**config.mk**
```make
export PLATFORM = sky130hd
export DESIGN_NAME = abv_isqrt_pipe
export DESIGN_NICKNAME = d
export VERILOG_FILES = /design/src/hdl/abv_isqrt_pipe.sv
export SDC_FILE = /design/constraint.sdc
export NUM_CORES = 1
export LEC_CHECK = 0
export BUFFER_PORTS_ARGS = -buffer_cell sky130_fd_sc_hd__buf_2
export CORE_MARGIN = 2
export CORE_UTILIZATION = 42
export DETAILED_ROUTE_END_ITERATION = 7
export GPL_ROUTABILITY_DRIVEN = 0
export PLACE_DENSITY_LB_ADDON = 0.15
export SYNTH_ARGS = -nofsm -noshare
export SYNTH_HDL_FRONTEND = slang
export SYNTH_SLANG_ARGS = --single-unit
```
**constraint.sdc**
```tcl
create_clock -name clk -period 4.4 [get_ports clk]
set_clock_uncertainty 0.2 [all_clocks]
set_input_delay 0.88 -clock clk [delete_from_list [all_inputs] [get_ports clk]]
set_output_delay 0.88 -clock clk [all_outputs]
set_load 0.1 [all_outputs]
```
**src/hdl/abv_isqrt_pipe.sv**
```systemverilog
// ----------------------------------------------------------------------------
// abv_isqrt_pipe
// Pipelined floor square root, one result bit per register stage.
// ----------------------------------------------------------------------------
`default_nettype none

module abv_isqrt_pipe #(
    parameter int IN_W = 36
) (
    input  wire logic                clk,
    input  wire logic                en,
    input  wire logic [IN_W-1:0]     radicand,
    output logic      [IN_W/2-1:0]   root
);

    localparam int RW   = IN_W / 2;
    localparam int REMW = RW + 2;

    logic [REMW-1:0] rem_reg  [RW];
    logic [RW-1:0]   root_reg [RW];
    logic [IN_W-1:0] val_reg  [RW-1];

    genvar s;
    generate
        for (s = 0; s < RW; s++) begin : g_step
            logic [REMW-1:0] rem_prev;
            logic [RW-1:0]   root_prev;
            logic [IN_W-1:0] val_prev;
            logic [REMW+1:0] acc;
            logic [REMW+1:0] trial;
            logic [REMW-1:0] rem_next;
            logic [RW-1:0]   root_next;

            if (s == 0) begin : g_first
                assign rem_prev  = '0;
                assign root_prev = '0;
                assign val_prev  = radicand;
            end else begin : g_rest
                assign rem_prev  = rem_reg[s-1];
                assign root_prev = root_reg[s-1];
                assign val_prev  = val_reg[s-1];
            end

            // bring down two radicand bits, try root*4+1
            always_comb
            begin
                acc   = {rem_prev, val_prev[IN_W-1:IN_W-2]};
                trial = (REMW+2)'({root_prev, 2'b01});
                if (acc >= trial)
                begin
                    rem_next  = REMW'(acc - trial);
                    root_next = {root_prev[RW-2:0], 1'b1};
                end
                else
                begin
                    rem_next  = REMW'(acc);
                    root_next = {root_prev[RW-2:0], 1'b0};
                end
            end

            always_ff @(posedge clk)
            begin
                if (en)
                begin
                    rem_reg[s]  <= rem_next;
                    root_reg[s] <= root_next;
                end
            end

            if (s < RW - 1) begin : g_val
                always_ff @(posedge clk)
                begin
                    if (en)
                        val_reg[s] <= val_prev << 2;
                end
            end
        end
    endgenerate

    assign root = root_reg[RW-1];

endmodule

`default_nettype wire

```
==> flow_summary.toml <==
[run_status]
status = "finished, final reports clean"

[grt]
grt_max_degree = 99
antenna_found_initial = 1
grt_pass1_wl_um = 111000
grt_pass1_vias = 21500
track_usage_pct = 15.0
grt_overflow = 0

[floorplan]
core_area_um2 = 88100
die_h_um = 302
die_w_um = 302
die_area_um2 = 91000
start_util_pct = 42.2
floorplan.rows = 109
io_pins = 56

[clock_tree]
postCtsResizedCells = 0
cts.sink_count = 794
clockBufferDepth = 3
clock_latency_ns = 0.64
cts_buffers = 84
htreeDepth = 3
path_clk_slew_ns = 0.06
root_buffer = "clkbuf_16"
cts_tree = "done"
cts_setup_buffers = 0
holdBufCountCts = 0

[logic_synthesis]
yosysSeqAreaShare_pct = 64.1
synth_ff_type = "edfxtp_1"
synth_edf_count = 794
async_reset_ff_share_pct = 0
ys_warn_count = 0
synth_area_per_cell_um2 = 13.0
yosysUniqueCellTypes = 88
synth_fp_nets = 3084
syn_inst = 2856
ys_ff_latch = 794
synth_area_um2 = 37200

[layout]
drive_above_1_share_pct = 9.03
nNetsFinal = 3201
largest_register_ffs = 317
antenna_cells = 0
area_growth_syn_to_layout_pct = 11.9

[flow_run]
cap_viol_max_count = 0

[placed_design]
port_buffers = 55
place_ws_ns = 0.724
dpl.hpwl_um = 48900

[power]
p_leak_nw = 15.8
p_sw_mw = 5.19
internal-power_mw = 14.6
p_seq_share_pct = 50.1
ir_drop_v = 0.000307
pwr-share-comb_pct = 15.7
powerDensity_nw_per_um2 = 474
clkPwrFrac_pct = 34.2
p_sw_share_pct = 26.3

[drt]
wl_um = 68800
wl_per_cell_um = 16.4
top_layer = "met4"
wl_met1_um = 31900
antenna_left = 0
drtIter0Drc = 1901
viasPerCell = 5.26
via_count = 22100
wl_met3_um = 3300
wl_met2_um = 32200
drt_pass1_iterations = 5
drc_errors = 0

[hold_path]
hp-start = "val_reg[0][165]$_DFFE_PP_"
hp-class = "reg2reg"

[setup_path]
rr_startpoint = "rem_reg[11][8]$_DFFE_PP_"
crit_start = "rem_reg[11][8]$_DFFE_PP_"
cp_max_fo = 26
start_kind = "flip-flop"
cp.required_ns = 4.56
cp-end-kind = "flip-flop"
critical_path_arrival_ns = 3.98
critical_path_class = "reg2reg"

[timing]
min_period_ns = 3.82
min_period_over_period_pct = 86.9
relSlewSlack_pct = 36.1
report.final.slew_viol_count = 0
fin_ws_ns = 0.577
fin_tns_setup_ns = 0
fmaxAchievable_mhz = 262
setup_violations = 0
worstMarginPinSlew_ns = 0.959
hold_viol_final = 0
rsz0062_at_grt = "no"
-- layer usage --
| layer | GRT usage (%) | vias to the layer above |
|---|---|---|
| li1 | - | 10800 |
| met1 | 20.7 | 10600 |
| met2 | 24.3 | 529 |
| met3 | 2.59 | 118 |
| met4 | 4.64 | 0 |
| met5 | 0 | - |
-- synthesized netlist by cell type, drive strengths merged (20+ instances only) --
cell / instances / area share (%)
nand4: 30 / 0.50
nand2: 161 / 1.6
o21ai: 134 / 1.8
xor2: 105 / 2.5
a21oi: 206 / 2.8
o21a: 41 / 0.83
nor4: 41 / 0.72
or3: 29 / 0.49
nand2b: 48 / 0.81
ha: 190 / 6.4
inv: 228 / 2.3
xnor2: 138 / 3.3
buf: 29 / 0.48
nand3: 46 / 0.62
clkbuf: 20 / 0.21
a21o: 35 / 0.71
o31ai: 21 / 0.42
nor2: 211 / 2.1
nor2b: 29 / 0.49
nor3: 61 / 0.90
mux2: 37 / 1.2
edfxtp: 794 / 64
-- per-stage QoR --
| stage | hold WS, ns | util, % | instances | instance area, um2 | power (mW) |
|---|---|---|---|---|---|
| after floorplan | 0.200 | - | 2856 | 37200 | 12.1 |
| final | 0.205 | 47.3 | 4198 | 41600 | 19.8 |
| after detailed placement | 0.205 | 44.3 | 4052 | 39000 | 13.1 |
| after global placement | 0.200 | 44.3 | 4052 | 39000 | 13.0 |
| after CTS | 0.171 | 47.3 | 4198 | 41600 | 20.0 |
| after global routing | 0.176 | 47.3 | 4198 | 41600 | 20.7 |
-- area by class of cell --
cell class	count	area (um2)
clock buffer	103	2170
clock inverter	43	464
fill	7880	46500
inverter	228	856
multi-input combinational	1785	12300
sequential	794	23800
tap	1165	1460
timing repair buffer	80	573
-- path summary, 6_finish.rpt --
path	to	slack, ns	cells after the start
worst max register to register	rem_reg[12][16]$_DFFE_PP_	0.58	8
worst max-delay path	rem_reg[12][16]$_DFFE_PP_	0.58	8
worst min-delay path	val_reg[0][201]$_DFFE_PP_	0.20	0
worst min register to register	val_reg[0][201]$_DFFE_PP_	0.20	0
-- cells in the final DEF, fill, tap and decap left out, drive strengths merged, types with 9 or more instances in the layout --
master  synthesis  final
nor3           61     61
edfxtp        794    794
clkbuf         20    103
nor4           41     41
o21ai         134    134
a31oi           9      9
and3           17     17
a21oi         206    206
nand3          46     46
clkinv          0     34
nor2          211    211
xor2          105    105
a21o           35     35
or3            29     29
nand2         161    161
o31ai          21     21
mux2           37     37
nand3b         14     14
o21a           41     41
or2            15     15
nor2b          29     29
xnor2         138    138
nand2b         48     48
or4            18     18
ha            190    190
nand4          30     30
o211ai         18     18
and2           10     10
buf            29     80
inv           228    231
-- power by group through the flow --
stage | Combinational [mW] | Sequential [mW] | Clock [mW]
2_1_floorplan | 2.24 | 9.89 | 0
3_5_place_dp | 3.08 | 10.1 | 0
4_1_cts | 3.10 | 9.90 | 6.99
5_1_grt | 3.47 | 9.98 | 7.30
3_3_place_gp | 2.99 | 10.0 | 0
6_report | 3.10 | 9.89 | 6.77
-- worst max-delay path: stages (launching register included) --
cell,delay [ns]
edfxtp_1,0.40
ha_1,0.44
nand4_1,0.27
nor3_1,0.30
o311ai_0,0.26
or3b_1,0.87
o311ai_0,0.43
nor4_2,0.27
xor2_1,0.10
-- kinds of logic after synthesis --
kind of cell,Yosys count,share of synthesized area (%)
multiplexers,42,1.28
AO/OA/AOI/OAI,549,9.09
flip-flops,794,64.1
adder cells (fa/ha/maj),190,6.39
XOR/XNOR,243,5.76
buffers and inverters,277,2.99
other,1,0.0101
AND/OR/NAND/NOR,760,10.4
(Power assumes the default switching activity.)
